File: config.mk
export PLATFORM = sky130hd
export DESIGN_NAME = round_robin_tag_allocator_flat
export DESIGN_NICKNAME = d
export VERILOG_FILES = /design/src/hdl/rrta_pkg.sv /design/src/hdl/rrta_if.sv /design/src/hdl/rrta_pick.sv /design/src/hdl/round_robin_tag_allocator.sv /design/src/flat_wrapper.sv
export SDC_FILE = /design/constraint.sdc
export NUM_CORES = 1
export LEC_CHECK = 0
export ABC_AREA = 1
export BUFFER_PORTS_ARGS = -buffer_cell sky130_fd_sc_hd__buf_2
export CORE_MARGIN = 3
export CORE_UTILIZATION = 57
export DETAILED_ROUTE_END_ITERATION = 6
export GPL_TIMING_DRIVEN = 0
export PLACE_DENSITY = 0.83
export SLEW_MARGIN = 10
export SYNTH_ARGS = -nofsm -noshare
export SYNTH_HDL_FRONTEND = slang
export SYNTH_HIERARCHICAL = 1
export SYNTH_SLANG_ARGS = --single-unit
File: constraint.sdc
create_clock -name clk -period 4.2 [get_ports clk]
set_input_delay 0.21 -clock clk [delete_from_list [all_inputs] [get_ports clk]]
set_output_delay 0.21 -clock clk [all_outputs]
set_load 0.02 [all_outputs]
File: src/hdl/rrta_pkg.sv
package rrta_pkg;

    localparam int OPCODE_W       = 3;
    localparam int LABEL_W        = 8;
    localparam int NEW_GEN_W      = 16;
    localparam int RESULT_LABEL_W = 6;
    localparam int GENERATION_W   = 8;

    localparam int DEF_NUM_LABELS = 64;
    localparam int DEF_GEN_BITS   = 8;

    typedef enum logic [OPCODE_W-1:0] {
        OP_ALLOC     = 3'd0,
        OP_FREE      = 3'd1,
        OP_CLEAR     = 3'd2,
        OP_RESERVE   = 3'd3,
        OP_BUMP_GEN  = 3'd4,
        OP_SET_GEN   = 3'd5,
        OP_QUERY     = 3'd6,
        OP_RESET     = 3'd7
    } op_t;

endpackage

File: src/hdl/rrta_if.sv
interface rrta_req_if import rrta_pkg::*; ();
    logic                 valid;
    logic                 ready;
    op_t                  opcode;
    logic [LABEL_W-1:0]   label;
    logic [NEW_GEN_W-1:0] new_generation;

    modport source (output valid, output opcode, output label, output new_generation,
                    input ready);
    modport sink   (input valid, input opcode, input label, input new_generation,
                    output ready);
endinterface

interface rrta_rsp_if import rrta_pkg::*; ();
    logic                      valid;
    logic                      ready;
    logic [RESULT_LABEL_W-1:0] result_label;
    logic                      label_valid;
    logic                      label_in_use;
    logic [GENERATION_W-1:0]   generation;

    modport source (output valid, output result_label, output label_valid,
                    output label_in_use, output generation, input ready);
    modport sink   (input valid, input result_label, input label_valid,
                    input label_in_use, input generation, output ready);
endinterface

File: src/hdl/rrta_pick.sv
module rrta_pick import rrta_pkg::*;
#(
    parameter int NUM_LABELS = DEF_NUM_LABELS,
    parameter int LW         = $clog2(DEF_NUM_LABELS)
)
(
    input  logic [NUM_LABELS-1:0] in_use,
    input  logic [LW-1:0]         cursor,
    output logic                  grant_valid,
    output logic [LW-1:0]         grant_idx
);

    logic [NUM_LABELS-1:0] free_vec;
    logic [NUM_LABELS-1:0] free_hi;
    logic [LW-1:0]         hi_idx;
    logic [LW-1:0]         lo_idx;

    always_comb
    begin
        free_vec = ~in_use;
        for (int i = 0; i < NUM_LABELS; i++)
        begin
            free_hi[i] = free_vec[i] && (LW'(i) >= cursor);
        end
        hi_idx = '0;
        lo_idx = '0;
        for (int i = NUM_LABELS - 1; i >= 0; i--)
        begin
            if (free_hi[i])
            begin
                hi_idx = LW'(i);
            end
            if (free_vec[i])
            begin
                lo_idx = LW'(i);
            end
        end
        grant_valid = |free_vec;
        grant_idx   = (|free_hi) ? hi_idx : lo_idx;
    end

endmodule

File: src/hdl/round_robin_tag_allocator.sv
// Round-robin tag allocator.
// req (sink): one transfer carries an opcode, a label and a new generation
// value. rsp (source): one transfer per request with the granted label,
// its valid flag, the query answer and the generation after the request.
// Allocate picks the first free label at or after the cursor, wrapping,
// found combinationally by a rotating priority encode over the in-use map.
// A request passes through the input register, then the result register,
// before its result is presented on rsp. Throughput: one request per
// cycle, sustained while rsp.ready stays high.
// Reset clears the in-use map, cursor and generation; both pipeline
// stages come up empty, so req.ready is high straight out of reset.
// When rsp.ready is low the result register holds its transfer, one more
// request may sit in the input register, and req.ready then drops until
// the result is taken. State only changes as a request moves into the
// result register, so stalls never alter ordering or outcomes.
module round_robin_tag_allocator import rrta_pkg::*;
#(
    parameter int NUM_LABELS = DEF_NUM_LABELS,
    parameter int GEN_BITS   = DEF_GEN_BITS
)
(
    input  logic       clk,
    input  logic       rst_n,
    rrta_req_if.sink   req,
    rrta_rsp_if.source rsp
);

    localparam int LW = $clog2(NUM_LABELS);

    logic                  s1_valid_reg;
    op_t                   s1_opcode_reg;
    logic [LABEL_W-1:0]    s1_label_reg;
    logic [NEW_GEN_W-1:0]  s1_new_gen_reg;

    logic                  out_valid_reg;
    logic [RESULT_LABEL_W-1:0] out_label_reg;
    logic                  out_label_valid_reg;
    logic                  out_in_use_reg;
    logic [GENERATION_W-1:0] out_gen_reg;

    logic [NUM_LABELS-1:0] map_reg, map_next;
    logic [LW-1:0]         cursor_reg, cursor_next;
    logic [GEN_BITS-1:0]   gen_reg, gen_next;

    logic                  advance;
    logic                  grant_valid;
    logic [LW-1:0]         grant_idx;
    logic [LW-1:0]         grant_inc;
    logic [LW-1:0]         cursor_inc;
    logic                  lab_in_range;
    logic [LW-1:0]         lab_idx;
    logic [LW-1:0]         res_label;
    logic                  res_valid;
    logic                  res_in_use;
    logic [NEW_GEN_W-1:0]  gen_wide;

    assign advance   = s1_valid_reg && (!out_valid_reg || rsp.ready);
    assign req.ready = !s1_valid_reg || advance;

    rrta_pick #(
        .NUM_LABELS (NUM_LABELS),
        .LW         (LW)
    ) u_pick (
        .in_use      (map_reg),
        .cursor      (cursor_reg),
        .grant_valid (grant_valid),
        .grant_idx   (grant_idx)
    );

    always_comb
    begin
        cursor_inc   = (cursor_reg == LW'(NUM_LABELS - 1)) ? '0 : cursor_reg + 1'b1;
        grant_inc    = (grant_idx == LW'(NUM_LABELS - 1)) ? '0 : grant_idx + 1'b1;
        lab_in_range = s1_label_reg < LABEL_W'(NUM_LABELS);
        lab_idx      = s1_label_reg[LW-1:0];

        map_next    = map_reg;
        cursor_next = cursor_reg;
        gen_next    = gen_reg;
        res_label   = '0;
        res_valid   = 1'b0;
        res_in_use  = 1'b0;

        unique case (s1_opcode_reg)
            OP_ALLOC:
            begin
                if (grant_valid)
                begin
                    map_next[grant_idx] = 1'b1;
                    cursor_next         = grant_inc;
                    res_label           = grant_idx;
                    res_valid           = 1'b1;
                end
            end
            OP_FREE:
            begin
                if (lab_in_range)
                begin
                    map_next[lab_idx] = 1'b0;
                end
            end
            OP_CLEAR:
            begin
                map_next    = '0;
                cursor_next = '0;
            end
            OP_RESERVE:
            begin
                res_label   = cursor_reg;
                res_valid   = 1'b1;
                cursor_next = cursor_inc;
            end
            OP_BUMP_GEN:
            begin
                gen_next = gen_reg + 1'b1;
            end
            OP_SET_GEN:
            begin
                gen_next = s1_new_gen_reg[GEN_BITS-1:0];
            end
            OP_QUERY:
            begin
                if (lab_in_range)
                begin
                    res_in_use = map_reg[lab_idx];
                end
            end
            OP_RESET:
            begin
                map_next    = '0;
                cursor_next = '0;
                gen_next    = '0;
            end
            default:
            begin
                map_next = map_reg;
            end
        endcase

        gen_wide = NEW_GEN_W'(gen_next);
    end

    always_ff @(posedge clk or negedge rst_n)
    begin
        if (!rst_n)
        begin
            s1_valid_reg  <= 1'b0;
            out_valid_reg <= 1'b0;
            map_reg       <= '0;
            cursor_reg    <= '0;
            gen_reg       <= '0;
        end
        else
        begin
            if (req.ready)
            begin
                s1_valid_reg <= req.valid;
            end
            if (advance)
            begin
                out_valid_reg <= 1'b1;
                map_reg       <= map_next;
                cursor_reg    <= cursor_next;
                gen_reg       <= gen_next;
            end
            else if (rsp.ready)
            begin
                out_valid_reg <= 1'b0;
            end
        end
    end

    always_ff @(posedge clk)
    begin
        if (req.valid && req.ready)
        begin
            s1_opcode_reg  <= req.opcode;
            s1_label_reg   <= req.label;
            s1_new_gen_reg <= req.new_generation;
        end
        if (advance)
        begin
            out_label_reg       <= RESULT_LABEL_W'(res_label);
            out_label_valid_reg <= res_valid;
            out_in_use_reg      <= res_in_use;
            out_gen_reg         <= gen_wide[GENERATION_W-1:0];
        end
    end

    assign rsp.valid        = out_valid_reg;
    assign rsp.result_label = out_label_reg;
    assign rsp.label_valid  = out_label_valid_reg;
    assign rsp.label_in_use = out_in_use_reg;
    assign rsp.generation   = out_gen_reg;

endmodule

File: src/flat_wrapper.sv
// flat-port wrapper written by rule: the top's interface ports become plain ports
module round_robin_tag_allocator_flat import rrta_pkg::*;
#(
    parameter int NUM_LABELS = DEF_NUM_LABELS,
    parameter int GEN_BITS   = DEF_GEN_BITS
)
  (clk, rst_n, req_valid, req_opcode, req_label, req_new_generation, req_ready, rsp_valid, rsp_result_label, rsp_label_valid, rsp_label_in_use, rsp_generation, rsp_ready);
  rrta_req_if req_i ();
  rrta_rsp_if rsp_i ();
  input  logic clk;
  input  logic rst_n;
  input wire logic [$bits(req_i.valid)-1:0] req_valid;
  input wire logic [$bits(req_i.opcode)-1:0] req_opcode;
  input wire logic [$bits(req_i.label)-1:0] req_label;
  input wire logic [$bits(req_i.new_generation)-1:0] req_new_generation;
  output wire logic [$bits(req_i.ready)-1:0] req_ready;
  output wire logic [$bits(rsp_i.valid)-1:0] rsp_valid;
  output wire logic [$bits(rsp_i.result_label)-1:0] rsp_result_label;
  output wire logic [$bits(rsp_i.label_valid)-1:0] rsp_label_valid;
  output wire logic [$bits(rsp_i.label_in_use)-1:0] rsp_label_in_use;
  output wire logic [$bits(rsp_i.generation)-1:0] rsp_generation;
  input wire logic [$bits(rsp_i.ready)-1:0] rsp_ready;
  assign req_i.valid = req_valid;
  assign req_i.opcode = req_opcode;
  assign req_i.label = req_label;
  assign req_i.new_generation = req_new_generation;
  assign req_ready = req_i.ready;
  assign rsp_valid = rsp_i.valid;
  assign rsp_result_label = rsp_i.result_label;
  assign rsp_label_valid = rsp_i.label_valid;
  assign rsp_label_in_use = rsp_i.label_in_use;
  assign rsp_generation = rsp_i.generation;
  assign rsp_i.ready = rsp_ready;
  round_robin_tag_allocator #(.NUM_LABELS(NUM_LABELS), .GEN_BITS(GEN_BITS)) u_core (.clk(clk), .rst_n(rst_n), .req(req_i), .rsp(rsp_i));
endmodule
Word level (Yosys, flattened, before mapping)
Cells that the tools add are included.
{"block": "totals", "ff_bits": 115, "inputBits": 31, "out_inout_bits": 18}
{"block": "op_classes", "add_sub_neg": 3, "n_lt_le_gt_ge": 69, "eq_ne": 11, "mux": 149, "n_bitwise": 4, "n_reduce_logical": 82}
{"operator": "$mux 6", "count": 133}
{"operator": "$ge 6x6->1 const A", "count": 32}
{"operator": "$pmux 64 s3", "count": 1}
{"operator": "$mux 64", "count": 2}
{"operator": "$not 64->64", "count": 2}
{"operator": "$reduce_or 64->1", "count": 2}
{"operator": "$ge 5x6->1 const A", "count": 16}
{"operator": "$logic_and 1x1->1", "count": 68}
{"operator": "$and 64x64->64", "count": 1}
{"operator": "$or 64x64->64", "count": 1}
{"operator": "$ge 4x6->1 const A", "count": 8}
{"operator": "$ge 3x6->1 const A", "count": 4}
{"operator": "$pmux 8 s3", "count": 1}
{"operator": "$pmux 6 s3", "count": 1}
{"operator": "$lt 6x7->1 const B", "count": 2}
{"operator": "$add 6x1->6 const B", "count": 2}
{"operator": "$demux 1 s6", "count": 2}
{"operator": "$eq 3x3->1 const B", "count": 4}
{"operator": "$eq 6x6->1 const B", "count": 2}
{"operator": "$ge 1x6->1 const A", "count": 2}
{"operator": "$ge 2x6->1 const A", "count": 2}
{"operator": "$ge 6x1->1 const B", "count": 2}
{"operator": "$pmux 6 s2", "count": 1}
{"operator": "$add 8x1->8 const B", "count": 1}
{"operator": "16 further kinds", "count": 26}

Logic depth before layout (Yosys ltp)
Gate-level depths: netlist (run 1).
{"block": "logic_depth", "ltp_word": 74, "ltp_mapped": 73, "mapped_depth_nobuf": 73}

By module
The synthesis (run 1) kept the hierarchy.
{"module": "round_robin_tag_allocator", "n_inst": 1, "cells_each": 816, "area_per_inst_um2": 6391.1, "seq_area_each_um2": 3052.9}
{"module": "rrta_pick", "n_inst": 1, "cells_each": 578, "area_per_inst_um2": 2613.8, "seq_area_each_um2": 0.0}

Worst setup path before layout (run 1)
OpenSTA, ideal clock, no wires.
{"block": "synth_timing", "path_type": "reg2reg", "start": "register u_core.cursor_reg[0]", "end": "register u_core.cursor_reg[5]", "setup_ps": 83, "arrival_ps": 4366, "setup_slack_ps": -249, "path_stages_with_launch": 69, "cell_sequence": "dfrtp_1 -> or2_1 -> buf_6 -> inv_2 -> nand2_2 -> a31oi_2 -> inv_2 -> nand2_1 -> nand2_1 -> nand2_1 -> nand2_1 -> nand2_1 -> nand2_1 -> nand2_1 -> nand2_1 -> nand2_1 -> nand2_1 -> nand2_1 -> [... 33 more ...] -> nand2_1 -> nand2_1 -> nand2_1 -> nand2_1 -> nand2_1 -> nand2_1 -> nand2_1 -> nand2_1 -> nand2_1 -> nand2_1 -> ha_1 -> nand2_1 -> nor2_1 -> nor2_1 -> nand2_1 -> o22ai_1 -> nand2_1 -> o21ai_0"}
{"block": "synth_between", "elab_chain_cells": 71, "word_cells_on_any_way": 202, "cone_classes": "add/sub (2); order compare (64); eq/ne (2); mux (69); reduce/logical (65)"}
{"element": "from (decl)", "line": "round_robin_tag_allocator.sv:42", "text": "logic [LW-1:0] cursor_reg, cursor_next;"}
{"element": "from (signal assigned)", "line": "round_robin_tag_allocator.sv:163", "text": "cursor_reg <= cursor_next;"}
{"element": "$ge 6x6->1", "line": "rrta_pick.sv:23", "text": "free_hi[i] = free_vec[i] && (LW'(i) >= cursor);"}
{"element": "$logic_and 1x1->1", "line": "rrta_pick.sv:23"}
{"element": "$mux 6 (64 in series)", "line": "rrta_pick.sv:29", "text": "if (free_hi[i])"}
{"element": "$mux 6 *", "line": "rrta_pick.sv:39", "text": "grant_idx = (|free_hi) ? hi_idx : lo_idx;"}
{"element": "net u_core.grant_idx[0]", "line": "round_robin_tag_allocator.sv:47", "text": "logic [LW-1:0] grant_idx;"}
{"element": "$add 6x1->6 or $eq 6x6->1 (tied branches)", "line": "round_robin_tag_allocator.sv:73", "text": "grant_inc = (grant_idx == LW'(NUM_LABELS - 1)) ? '0 : grant_idx + 1'b1;"}
{"element": "$mux 6 *", "line": "round_robin_tag_allocator.sv:73"}
{"element": "$mux 6 *", "line": "round_robin_tag_allocator.sv:87", "text": "if (grant_valid)"}
{"element": "$pmux 6 s3 *", "line": "round_robin_tag_allocator.sv:84", "text": "unique case (s1_opcode_reg)"}
Mark *: on every way through the listed nets, which the timed path passes. The rest lies on a longest branch. The select of a mux whose other input is x is not followed.
A chain may end at the register's enable or synchronous reset.

Final worst setup path (run 1)
{"block": "layout_timing", "start": "register u_core.map_reg[63]", "end": "register u_core.cursor_reg[5]"}
{"block": "layout_between", "elab_chain_cells": 71, "word_cells_on_any_way": 140, "cone_classes": "add/sub (1); eq/ne (2); mux (132); bitwise (1); reduce/logical (4)"}
{"element": "from (decl)", "line": "round_robin_tag_allocator.sv:41", "text": "logic [NUM_LABELS-1:0] map_reg, map_next;"}
{"element": "from (signal assigned)", "line": "round_robin_tag_allocator.sv:162", "text": "map_reg <= map_next;"}
{"element": "$not 64->64 *", "line": "rrta_pick.sv:20", "text": "free_vec = ~in_use;"}
{"element": "$logic_and 1x1->1", "line": "rrta_pick.sv:23"}
{"element": "$mux 6 (64 in series)", "line": "rrta_pick.sv:29"}
{"element": "$mux 6 *", "line": "rrta_pick.sv:39"}
{"element": "net u_core.grant_idx[0]", "line": "round_robin_tag_allocator.sv:47"}
{"element": "$add 6x1->6 or $eq 6x6->1 (tied branches)", "line": "round_robin_tag_allocator.sv:73"}
{"element": "$mux 6 *", "line": "round_robin_tag_allocator.sv:73"}
{"element": "$mux 6 *", "line": "round_robin_tag_allocator.sv:87"}
{"element": "$pmux 6 s3 *", "line": "round_robin_tag_allocator.sv:84"}
Marks and branches as above.

==> parameters.txt, run 1 <==
Parameter                              Value

Synthesis
  Yosys cell types ... 58
  Synth Register Bits ... 115
  Post-synth design cell area ... 9000 sq um
  Synth warnings ... 6
  Share of Yosys cell area claimed by the top area cell type ... 0.248
  Synthesized Nets ... 1,428
  Synth async-reset ratio ... 0.696
  Synth top area cells ... sky130_fd_sc_hd__nand2_1 25%, sky130_fd_sc_hd__dfrtp_1 22%, sky130_fd_sc_hd__edfxtp_1 12%
  Synthesized netlist cell count ... 1,394
  Dominant cell type by area after synthesis ... sky130_fd_sc_hd__nand2_1
  Sequential area share after synthesis ... 0.339
  Post-synth EDFFs ... 35
  Synthesized area divided by synthesized cell count ... 6.46 sq um
  Top_reg_cell synth ... sky130_fd_sc_hd__dfrtp_1

STA
  Setup repair after global routing missed its margin ... true
  Highest achievable clock rate ... 0.190 GHz
  Hold Violations, Final ... 0
  Post-layout minimum cycle time ... 5.26 ns
  Final setup violation count ... 75
  Final cycle utilization of the critical path ... 1.25
  Number of max-slew violations in the final report ... 0
  Max-Slew Margin vs Limit ... 0.268
  Aggregate negative setup slack ... -65.94 ns
  Crit path setup slack, layout ... -1.06 ns
  Worst clock skew ... 0.0179 ns
  Worst-Margin Slew ... 1.09 ns

Critical path
  Worst path arrival time ... 5.57 ns
  Largest incremental delay on the critical path ... 0.45 ns
  Crit-path slowest cell ... sky130_fd_sc_hd__dfrtp_2
  Type of the setup path with the least slack ... flip-flop to flip-flop
  Critical Path Sink Type ... flip-flop
  Required time worst endpoint ... 4.50 ns
  Largest fanout on the critical path ... 3
  Cell occurring most often along the worst timing path ... sky130_fd_sc_hd__nand2_1
  Nature of the critical path startpoint ... flip-flop

Drt
  Via density per instance ... 6.16
  Routed via count ... 10,600
  Detailed-route wire length per cell ... 19.9 um
  Remaining antenna violation count ... 0
  Total Routed Length ... 34,300 um
  DRT iter0 DRCs ... 1,638
  Post-detailed-route DRC marker count ... 0
  Count of TritonRoute iterations in the first routing pass ... 7

GRT
  First-pass GRT wire length ... 52,400 um
  Global-route total usage across every layer ... 0.382
  Largest net degree at the start of global routing ... 62
  Initial antenna violation count ... 0
  Vias in the first global route ... 9,715
  Global route total overflow ... 0

Cells and area
  Fill cell total of the finished layout ... 1,304
  NumNets Final ... 1,534
  Layout overhead on the synthesized area ... 20.2%
  Ant. Diodes ... 0
  Flip-flop count of the largest register, all copies and words added ... 64
  Fraction of layout instances using a drive strength above 1 ... 0.157
  Util after Layout ... 0.707
  Final Cell Area ... 10,800 sq um

Die
  Die width ... 132 um
  DIE AREA ... 17,300 sq um
  Core Area ... 15,300 sq um
  Top-level port count ... 49
  Number of placement rows ... 45
  Starting utilization of the core area ... 0.588
  Chip Height ... 132 um

Status
  Violations in the final reports ... setup timing
  Result of the run ... complete, but fails checks

Power
  Worst-case vdd ir drop ... 542 uV
  Static leakage power ... 5.16 nW
  Power density relative to cell area ... 500 nW/um^2
  Total power ... 5.41 mW

Clocking
  Source-to-sink clock delay at the later pin of the worst-skew pair ... 0.43 ns
  Clock-pin transition on the worst setup and hold timing paths ... 0.06 ns
  CTS Sinks ... 115
  Number of buffers inserted during clock tree synthesis ... 17
  CTS root buf ... sky130_fd_sc_hd__clkbuf_16
  H-tree level count ... 4
  TritonCTS clock tree ... yes
  Longest Clk Path Bufs ... 2

Placed design
  Placer Congestion ... 1.03
  Placement Cell Area ... 9530 sq um
  Placed wire-length estimate ... 22,200 um
  Port-buffer cells ... 40

Run
  Maximum capacitance violations ... 0

Worst hold path
  Worst hold path type ... primary input to flip-flop
## metrics by stage
stage | worst slack (ns) | hold slack (ns) | std cells
floorplan | -0.146 | -0.0856 | 1394
global placement | -0.921 | 0.386 | 1645
detailed placement | -1.01 | 0.107 | 1646
CTS | -0.609 | 0.000423 | 1720
global route | -1.57 | 0.0657 | 1724
finish | -1.06 | 0.0459 | 1724
## timing repair
action | CTS | global route
hold endpoints to repair | 38 | 0
setup buffers | 22 | 5
cloned | 0 | 0
setup endpoints to repair | 74 | 76
pin swaps | 16 | 8
hold buffers | 20 | 0
resized for setup | 42 | 11
## worst max-delay path: cells and delay by family (launching register included)
family          cells  cell delay [ns]
simple gates       69             4.32
compound gates      2             0.15
fa+ha+maj           1             0.18
flops               1             0.45
buf+inv             1             0.07
## layer usage
metal	part of all wire	up-vias	wire length [um]	GRT usage
met5	0	-	0	0
met4	0.070	0	2390	0.198
met3	0.12	245	4150	0.0915
met2	0.45	836	15300	0.613
met1	0.36	4769	12400	0.479
li1	-	4764	-	-
## synth_stat cells (all sizes together), types with 3 or more instances
library cell / number
nand2: 611
inv: 132
nor2: 129
o21ai: 105
dfrtp: 80
a21oi: 78
nor3: 54
nand3: 43
edfxtp: 35
buf: 29
nand4: 14
nor4: 9
a31oi: 8
clkbuf: 8
o21bai: 7
o31ai: 7
o22ai: 6
a211oi: 5
a211o: 3
a21boi: 3
a31o: 3
ha: 3
## final cells by class
| cell class | count | area [sq um] | share of cell area |
|---|---|---|---|
| multi-input combinational | 1109 | 5410 | 0.500 |
| sequential | 115 | 3060 | 0.283 |
| clock inverter | 13 | 138 | 0.0127 |
| inverter | 133 | 509 | 0.0471 |
| tap | 211 | 264 | 0.0244 |
| buffer | 37 | 264 | 0.0244 |
| timing repair buffer | 87 | 726 | 0.0671 |
| clock buffer | 19 | 454 | 0.0420 |
## logic make-up after synthesis
group	Yosys count	synth area share
AO/OA/AOI/OAI	237	0.150
XOR/XNOR	2	0.00195
adder cells (fa/ha/maj)	3	0.00417
buffers and inverters	170	0.0845
flip-flops	115	0.339
AND/OR/NAND/NOR	867	0.421
## placed cells by master (no fill, tap or decap), types with 22 or more instances in the layout
cell and instances:
sky130_fd_sc_hd__inv_1 119, sky130_fd_sc_hd__nand3_1 39, sky130_fd_sc_hd__o21ai_0 58, sky130_fd_sc_hd__a21oi_1 77, sky130_fd_sc_hd__buf_2 55, sky130_fd_sc_hd__nor3_2 22
sky130_fd_sc_hd__o21ai_1 44, sky130_fd_sc_hd__edfxtp_1 35, sky130_fd_sc_hd__dfrtp_1 74, sky130_fd_sc_hd__nor2_1 108, sky130_fd_sc_hd__nand2_1 592, sky130_fd_sc_hd__nor3_1 30
## power breakdown
part	leakage (nW)	switching (mW)	internal, mW
Clock	0.290	0.584	0.869
Sequential	1.43	0.214	1.32
Combinational	3.44	1.66	0.760
## final timing paths
kind / startpoint / depth (start not counted) / slack, ns / end
max reg2reg: u_core/map_reg[63]$_DFFE_PN0P_ / 73 / -1.06 / u_core/cursor_reg[5]$_DFFE_PN0P_
max: u_core/map_reg[63]$_DFFE_PN0P_ / 73 / -1.06 / u_core/cursor_reg[5]$_DFFE_PN0P_
min in group asynchronous: rst_n / 2 / 0.21 / u_core/map_reg[51]$_DFFE_PN0P_
min: req_valid / 3 / 0.05 / u_core/s1_valid_reg$_DFFE_PN0N_
min reg2reg: u_core/rsp.valid$_DFFE_PN0P_ / 2 / 0.55 / u_core/rsp.valid$_DFFE_PN0P_
max in group asynchronous: rst_n / 3 / 3.35 / u_core/map_reg[34]$_DFFE_PN0P_
(Power assumes the default switching activity.)
==> inputs of run 2 (changes only) <==
--- a/config.mk
+++ b/config.mk
@@ -8,10 +8,11 @@
 export ABC_AREA = 1
 export BUFFER_PORTS_ARGS = -buffer_cell sky130_fd_sc_hd__buf_2
 export CORE_MARGIN = 3
-export CORE_UTILIZATION = 57
+export CORE_UTILIZATION = 40
+export CTS_CLUSTER_DIAMETER = 150
 export DETAILED_ROUTE_END_ITERATION = 6
 export GPL_TIMING_DRIVEN = 0
-export PLACE_DENSITY = 0.83
+export PLACE_DENSITY = 0.59
 export SLEW_MARGIN = 10
 export SYNTH_ARGS = -nofsm -noshare
 export SYNTH_HDL_FRONTEND = slang
==> run 2 against run 1 <==
The run still ends with setup timing left; via count fell by 6.8%; worst setup slack improved by 0.24 ns; routed wire length fell by 1.2%; utilization fell by 19 points; global-route usage fell by 10 points; sequential cell count did not move; combinational power rose by 4%; design area rose by 4.2%; largest power group unchanged.
==> parameters.txt, run 2 (synthesized netlist as in run 1, its figures left out) <==
Parameter                              Value

Status
  Result of the run ... complete, but fails checks
  Violations in the final reports ... setup timing

Drt
  DRT iter0 DRCs ... 1,051 (-36%)
  Detailed-route wire length per cell ... 18.9 um (-5.1%)
  Routed length on met1 ... 14,500 um (+17%)
  Total Routed Length ... 33,900 um (-1.2%)
  Post-detailed-route DRC marker count ... 0 (unchanged)
  Wire length on met2 ... 15,500 um (+1.2%)
  Routed via count ... 9,888 (-6.8%)
  Highest metal layer used by the detailed router ... met4
  Wire length on met3 ... 2590 um (-38%)
  Count of TritonRoute iterations in the first routing pass ... 5 (-2)
  Remaining antenna violation count ... 0 (unchanged)
  Via density per instance ... 5.51 (-11%)

GRT
  Global-route total usage across every layer ... 0.278 (-0.104)
  Global route total overflow ... 0 (unchanged)
  First-pass GRT wire length ... 52,000 um (-0.65%)
  Largest net degree at the start of global routing ... 43 (-31%)
  Vias in the first global route ... 9,316 (-4.1%)
  Initial antenna violation count ... 0 (unchanged)

STA
  Setup repair after global routing missed its margin ... true
  Max-Slew Margin vs Limit ... 0.251 (-0.0162)
  Final cycle utilization of the critical path ... 1.20 (-0.0565)
  Final setup violation count ... 72 (-4.0%)
  Highest achievable clock rate ... 0.199 GHz (+4.7%)
  Worst clock skew ... 0.0106 ns (-0.00734 ns)
  Post-layout minimum cycle time ... 5.02 ns (-0.237 ns)
  Crit path setup slack, layout ... -0.825 ns (+0.237 ns)
  Hold Violations, Final ... 0 (unchanged)
  Aggregate negative setup slack ... -49.67 ns (+16.27 ns)
  Number of max-slew violations in the final report ... 0 (unchanged)
  Worst-Margin Slew ... 1.11 ns (+0.0241 ns)

Cells and area
  Layout overhead on the synthesized area ... 25.3%
  Commonest cells after routing, fill and taps aside ... 509 x sky130_fd_sc_hd__nand2_1, 117 x sky130_fd_sc_hd__inv_1, 112 x sky130_fd_sc_hd__nor2_1
  Flip-flop count of the largest register, all copies and words added ... 64 (unchanged)
  NumNets Final ... 1,537 (+0.20%)
  Fill cell total of the finished layout ... 2,184 (+67%)
  Fraction of layout instances using a drive strength above 1 ... 0.213 (+0.0558)
  Most frequent standard cell in the layout excluding fill and tap cells ... sky130_fd_sc_hd__nand2_1
  Ant. Diodes ... 0 (unchanged)
  Final Cell Area ... 11,300 sq um (+4.2%)

Clocking
  Source-to-sink clock delay at the later pin of the worst-skew pair ... 0.43 ns (about the same)
  Longest Clk Path Bufs ... 2 (unchanged)
  CTS Sinks ... 115 (unchanged)
  Clock-pin transition on the worst setup and hold timing paths ... 0.06 ns (about the same)
  TritonCTS clock tree ... yes
  Number of buffers inserted during clock tree synthesis ... 17 (unchanged)
  H-tree level count ... 4 (unchanged)
  CTS root buf ... sky130_fd_sc_hd__clkbuf_16

Worst hold path
  Worst hold path cell count ... 4 (+1)
  Worst hold path type ... primary input to flip-flop

Die
  Die width ... 156 um (+18%)
  Top-level port count ... 49 (unchanged)
  Core Area ... 22,000 sq um (+43%)
  Starting utilization of the core area ... 0.410 (-0.178)
  Chip Height ... 156 um (+18%)
  Number of placement rows ... 54 (+20%)
  DIE AREA ... 24,300 sq um (+40%)

Power
  Power density relative to cell area ... 481 nW/um^2 (-3.7%)
  Share of power burned in registers ... 0.277 (-0.006)
  Internal cell power ... 3.01 mW (+2.0%)
  Total power ... 5.43 mW (+0.42%)
  Comb power frac ... 0.462 (+0.014)
  Worst-case vdd ir drop ... 360 uV (-34%)
  Switching part of the total power ... 0.446 (-0.00841)
  Clock power frac ... 0.261 (-0.008)
  Power dissipated by switching net loads ... 2.42 mW (-1.4%)
  Static leakage power ... 5.51 nW (+6.7%)

Placed design
  Placement Cell Area ... 9620 sq um (+0.91%)
  Port-buffer cells ... 40 (unchanged)
  Placer Congestion ... 0.950 (-7.6%)
  Post-place setup slack ... -1.34 ns (-0.329 ns)
  Placed wire-length estimate ... 23,800 um (+7.1%)

Critical path
  Type of the setup path with the least slack ... flip-flop to flip-flop
  Cell depth of the worst flop-to-flop path ... 73 (unchanged)
  Largest fanout on the critical path ... 3 (unchanged)
  Crit-path slowest cell ... sky130_fd_sc_hd__dfrtp_2
  Crit path buf inv count ... 3 (+2)
  Critical Path Sink Type ... flip-flop
  Family of cells with the greatest summed delay on the critical path ... simple AND/OR/NAND/NOR gates
  Number of gates on the worst path with buffers counted ... 73 (unchanged)
  Worst path arrival time ... 5.38 ns (-0.19 ns)
  Largest incremental delay on the critical path ... 0.44 ns (about the same)
  Nature of the critical path startpoint ... flip-flop
  Required time worst endpoint ... 4.56 ns (+0.06 ns)
  Flop-to-flop setup slack ... -0.82 ns (+0.24 ns)
  Cell occurring most often along the worst timing path ... sky130_fd_sc_hd__nand2_1

Run
  Maximum capacitance violations ... 0 (unchanged)
[run 2: cell types whose count changed in the layout (fill, tap and decap cells not counted), sizes merged]
cell         previous run  this run
clkinv                  5         4
buf                    96        98
dlygate4sd3            20        21
inv                   139       140
clkinvlp                1         2
clkbuf                 27        26
[run 2: power groups by stage]
stage,Combinational [mW],Sequential (mW),Clock (mW)
finish,2.51,1.51,1.42
global route,2.71,1.52,1.50
CTS,2.19,1.50,1.44
detailed placement,1.85,1.53,0
global placement,1.83,1.54,0
floorplan,1.32,1.50,0
[run 2: cell type report]
cell class	instances	area, sq um	share of cell area
Clock buffer	18	429	0.0380
Multi-Input combinational cell	1109	5730	0.508
Timing Repair Buffer	90	792	0.0702
Buffer	37	264	0.0234
Sequential cell	115	3060	0.271
Clock inverter	14	145	0.0129
Inverter	133	509	0.0451
Tap cell	280	350	0.0311
[run 2: worst reg2reg max path: cells and delay by family (launching register included)]
family                 cells  cell delay, ns
and+or+nand+nor           67            4.03
AOI/OAI and AO/OA          3            0.36
buffers and inverters      3            0.21
DFF                        1            0.44
[run 2: path summary, 6_finish.rpt]
path,startpoint,end
min reg2reg,u_core/rsp.valid$_DFFE_PN0P_,u_core/rsp.valid$_DFFE_PN0P_
max,u_core/map_reg[63]$_DFFE_PN0P_,u_core/cursor_reg[5]$_DFFE_PN0P_
min in group asynchronous,rst_n,u_core/map_reg[42]$_DFFE_PN0P_
max reg2reg,u_core/map_reg[63]$_DFFE_PN0P_,u_core/cursor_reg[5]$_DFFE_PN0P_
max in group asynchronous,rst_n,u_core/map_reg[63]$_DFFE_PN0P_
min,rsp_ready,u_core/rsp.valid$_DFFE_PN0P_
[run 2: routing by layer]
layer,vias to the layer above,GRT usage
met4,0,0.113
met5,-,0
li1,4776,-
met2,433,0.442
met3,89,0.0596
met1,4590,0.369
[run 2: repair_timing]
| item | CTS | global route |
|---|---|---|
| hold buffers | 21 | 0 |
| pin swaps | 34 | 57 |
| endpoints found under the hold margin | 58 | 0 |
| endpoints found under the setup margin | 76 | 76 |
| buffers inserted | 26 | 8 |
| gates resized for setup | 41 | 121 |
[run 2: metrics by stage]
stage               hold slack, ns  std cells   util
floorplan                  -0.0856       1394      -
global placement             0.386       1714  0.436
detailed placement           0.238       1715  0.438
CTS                         0.0390       1794  0.495
global route                0.0829       1796  0.514
finish                      0.0517       1796  0.514
==> inputs of run 3 (changes only) <==
--- a/config.mk
+++ b/config.mk
@@ -8,13 +8,15 @@
 export ABC_AREA = 1
 export BUFFER_PORTS_ARGS = -buffer_cell sky130_fd_sc_hd__buf_2
 export CORE_MARGIN = 3
-export CORE_UTILIZATION = 40
+export CORE_UTILIZATION = 30
 export CTS_CLUSTER_DIAMETER = 150
 export DETAILED_ROUTE_END_ITERATION = 6
 export GPL_TIMING_DRIVEN = 0
-export PLACE_DENSITY = 0.59
+export PLACE_DENSITY = 0.48
+export SETUP_SLACK_MARGIN = 0.5
 export SLEW_MARGIN = 10
 export SYNTH_ARGS = -nofsm -noshare
 export SYNTH_HDL_FRONTEND = slang
 export SYNTH_HIERARCHICAL = 1
 export SYNTH_SLANG_ARGS = --single-unit
+export TNS_END_PERCENT = 100
==> run 3 against run 2 <==
The flow still finishes with violations (setup timing); fmax grew 3.4%; clock-buffer cell count shrank 1; utilization shrank 12 points; hold slack gained 0.0035 ns.
==> parameters.txt, run 3 (synthesized netlist as in run 1, its figures left out) <==
Parameter                              Value

Cells and area
  Layout overhead on the synthesized area ... 27.1%
  NumNets Final ... 1,560 (+1.5%)
  Final Cell Area ... 11,400 sq um (+1.5%)
  Ant. Diodes ... 0 (unchanged)
  Flip-flop count of the largest register, all copies and words added ... 64 (unchanged)
  Fraction of layout instances using a drive strength above 1 ... 0.193 (-0.0201)
  Commonest cells after routing, fill and taps aside ... 580 x sky130_fd_sc_hd__nand2_1, 112 x sky130_fd_sc_hd__inv_1, 106 x sky130_fd_sc_hd__nor2_1
  Util after Layout ... 0.393 (-0.121)
  Most frequent standard cell in the layout excluding fill and tap cells ... sky130_fd_sc_hd__nand2_1

Critical path
  Largest incremental delay on the critical path ... 0.44 ns (about the same)
  Crit-path slowest cell ... sky130_fd_sc_hd__dfrtp_2
  Type of the setup path with the least slack ... flip-flop to flip-flop
  Required time worst endpoint ... 4.55 ns (about the same)
  Critical Path Sink Type ... flip-flop
  Worst path arrival time ... 5.21 ns (-0.17 ns)
  Largest fanout on the critical path ... 8 (+5)
  Nature of the critical path startpoint ... flip-flop
  Cell occurring most often along the worst timing path ... sky130_fd_sc_hd__nand2_1

Power
  Power density relative to cell area ... 487 nW/um^2 (+1.1%)
  Static leakage power ... 5.35 nW (-2.9%)
  Worst-case vdd ir drop ... 254 uV (-30%)
  Total power ... 5.57 mW (+2.6%)

GRT
  Vias in the first global route ... 9,222 (-1.0%)
  Global route total overflow ... 0 (unchanged)
  Met1 layer usage reported by global route ... 0.318 (-0.0514)
  Initial antenna violation count ... 0 (unchanged)
  First-pass GRT wire length ... 53,700 um (+3.2%)
  Busiest metal layer after global routing ... met2
  Met3 Track Usage GR ... 0.0286 (-0.0310)
  Largest net degree at the start of global routing ... 50 (+16%)
  Global-route total usage across every layer ... 0.222 (-0.0563)
  Met2 routing resource usage after global routing ... 0.344 (-0.0975)

Clocking
  CTS Sinks ... 115 (unchanged)
  TritonCTS clock tree ... yes
  Clock-pin transition on the worst setup and hold timing paths ... 0.06 ns (about the same)
  Number of buffers inserted during clock tree synthesis ... 17 (unchanged)
  CTS root buf ... sky130_fd_sc_hd__clkbuf_16
  Source-to-sink clock delay at the later pin of the worst-skew pair ... 0.42 ns (about the same)
  Longest Clk Path Bufs ... 2 (unchanged)
  H-tree level count ... 4 (unchanged)

Placed design
  Placement Cell Area ... 9790 sq um (+1.8%)
  Placer Congestion ... 0.942 (-0.87%)
  Post-place setup slack ... -1.07 ns (+0.271 ns)
  Placed wire-length estimate ... 25,700 um (+8.2%)
  Port-buffer cells ... 40 (unchanged)

STA
  Aggregate negative setup slack ... -41.15 ns (+8.52 ns)
  Worst clock skew ... 0.0142 ns (+0.00361 ns)
  Setup repair after global routing missed its margin ... true
  Max-Slew Margin vs Limit ... 0.219 (-0.0324)
  Worst-Margin Slew ... 1.16 ns (+0.0483 ns)
  Highest achievable clock rate ... 0.206 GHz (+3.4%)
  Hold Violations, Final ... 0 (unchanged)
  Number of max-slew violations in the final report ... 0 (unchanged)
  Final setup violation count ... 71 (-1.4%)
  Crit path setup slack, layout ... -0.659 ns (+0.166 ns)
  Post-layout minimum cycle time ... 4.86 ns (-0.166 ns)
  Final cycle utilization of the critical path ... 1.16 (-0.0395)

Drt
  DRT iter0 DRCs ... 944 (-10%)
  Via density per instance ... 5.12 (-7.0%)
  Count of TritonRoute iterations in the first routing pass ... 7 (+2)
  Post-detailed-route DRC marker count ... 0 (unchanged)
  Routed via count ... 9,849 (-0.39%)
  Detailed-route wire length per cell ... 18.3 um (-3.1%)
  Remaining antenna violation count ... 0 (unchanged)
  Total Routed Length ... 35,100 um (+3.8%)

Die
  Core Area ... 29,200 sq um (+33%)
  Top-level port count ... 49 (unchanged)
  Starting utilization of the core area ... 0.309 (-0.101)
  Number of placement rows ... 62 (+15%)
  DIE AREA ... 32,100 sq um (+32%)
  Die width ... 179 um (+15%)
  Chip Height ... 179 um (+15%)

Run
  Maximum capacitance violations ... 0 (unchanged)

Worst hold path
  Worst hold path type ... primary input to flip-flop

Status
  Result of the run ... complete, but fails checks
  Violations in the final reports ... setup timing
[run 3: cell types whose count changed in the layout (fill, tap and decap cells not counted), moves of 5 or more]
cell / before / now
sky130_fd_sc_hd__buf_4: 18 / 39
sky130_fd_sc_hd__inv_1: 117 / 112
sky130_fd_sc_hd__inv_6: 5 / 10
sky130_fd_sc_hd__nand2_1: 509 / 580
sky130_fd_sc_hd__nand2_2: 72 / 19
sky130_fd_sc_hd__nand2_4: 26 / 8
sky130_fd_sc_hd__nor2_1: 112 / 106
sky130_fd_sc_hd__nor2_2: 1 / 6
sky130_fd_sc_hd__o21ai_0: 54 / 49
sky130_fd_sc_hd__o21ai_1: 46 / 51
[run 3: cell type report]
type                       instances  area, sq um
tap                              384          480
inverter                         133          523
clock buffer                      17          425
fill                            3148        17700
clock inverter                    15          158
buffer                            37          273
multi-input combinational       1109         5570
sequential                       115         3060
timing repair buffer             113          958
[run 3: critical path, delay by kind of cell, from the launching register on]
family        cells  cell delay, ns
simple gates     68            4.00
buf+inv           4            0.45
flops             1            0.44
[run 3: final timing paths]
| kind | from | slack (ns) | depth (start not counted) | to |
|---|---|---|---|---|
| hold reg to reg | u_core/rsp.valid$_DFFE_PN0P_ | 0.54 | 2 | u_core/rsp.valid$_DFFE_PN0P_ |
| max in group asynchronous | rst_n | 3.29 | 3 | u_core/map_reg[63]$_DFFE_PN0P_ |
| hold / removal | rsp_ready | 0.06 | 4 | u_core/rsp.valid$_DFFE_PN0P_ |
| min in group asynchronous | rst_n | 0.28 | 2 | u_core/map_reg[41]$_DFFE_PN0P_ |
| setup / recovery | u_core/map_reg[63]$_DFFE_PN0P_ | -0.66 | 72 | u_core/map_reg[9]$_DFFE_PN0P_ |
| setup reg to reg | u_core/map_reg[63]$_DFFE_PN0P_ | -0.66 | 72 | u_core/map_reg[9]$_DFFE_PN0P_ |
[run 3: metal layers]
metal	wire length [um]	vias to the layer above
li1	-	4819
met1	16300	4641
met2	15700	328
met3	2080	61
met4	1050	0
met5	0	-
[run 3: what timing repair did]
action                                  4_1_cts  5_1_grt
endpoints found under the setup margin       76       76
gates resized for setup                      49       67
endpoints found under the hold margin        51        0
hold buffers                                 21        0
setup buffers                                38       11
pin swaps                                    23       27
[run 3: power by group]
group	switching, mW	total, mW	internal, mW	leakage [nW]
logic	1.69	2.61	0.920	3.64
registers	0.195	1.51	1.32	1.43
clock network	0.609	1.45	0.842	0.283
[run 3: stage by stage]
stage | hold slack [ns] | std cells
5_1_grt | 0.0806 | 1923
6_report | 0.0552 | 1923
3_3_place_gp | 0.386 | 1818
2_1_floorplan | -0.0856 | 1394
4_1_cts | 0.0417 | 1912
3_5_place_dp | 0.179 | 1821
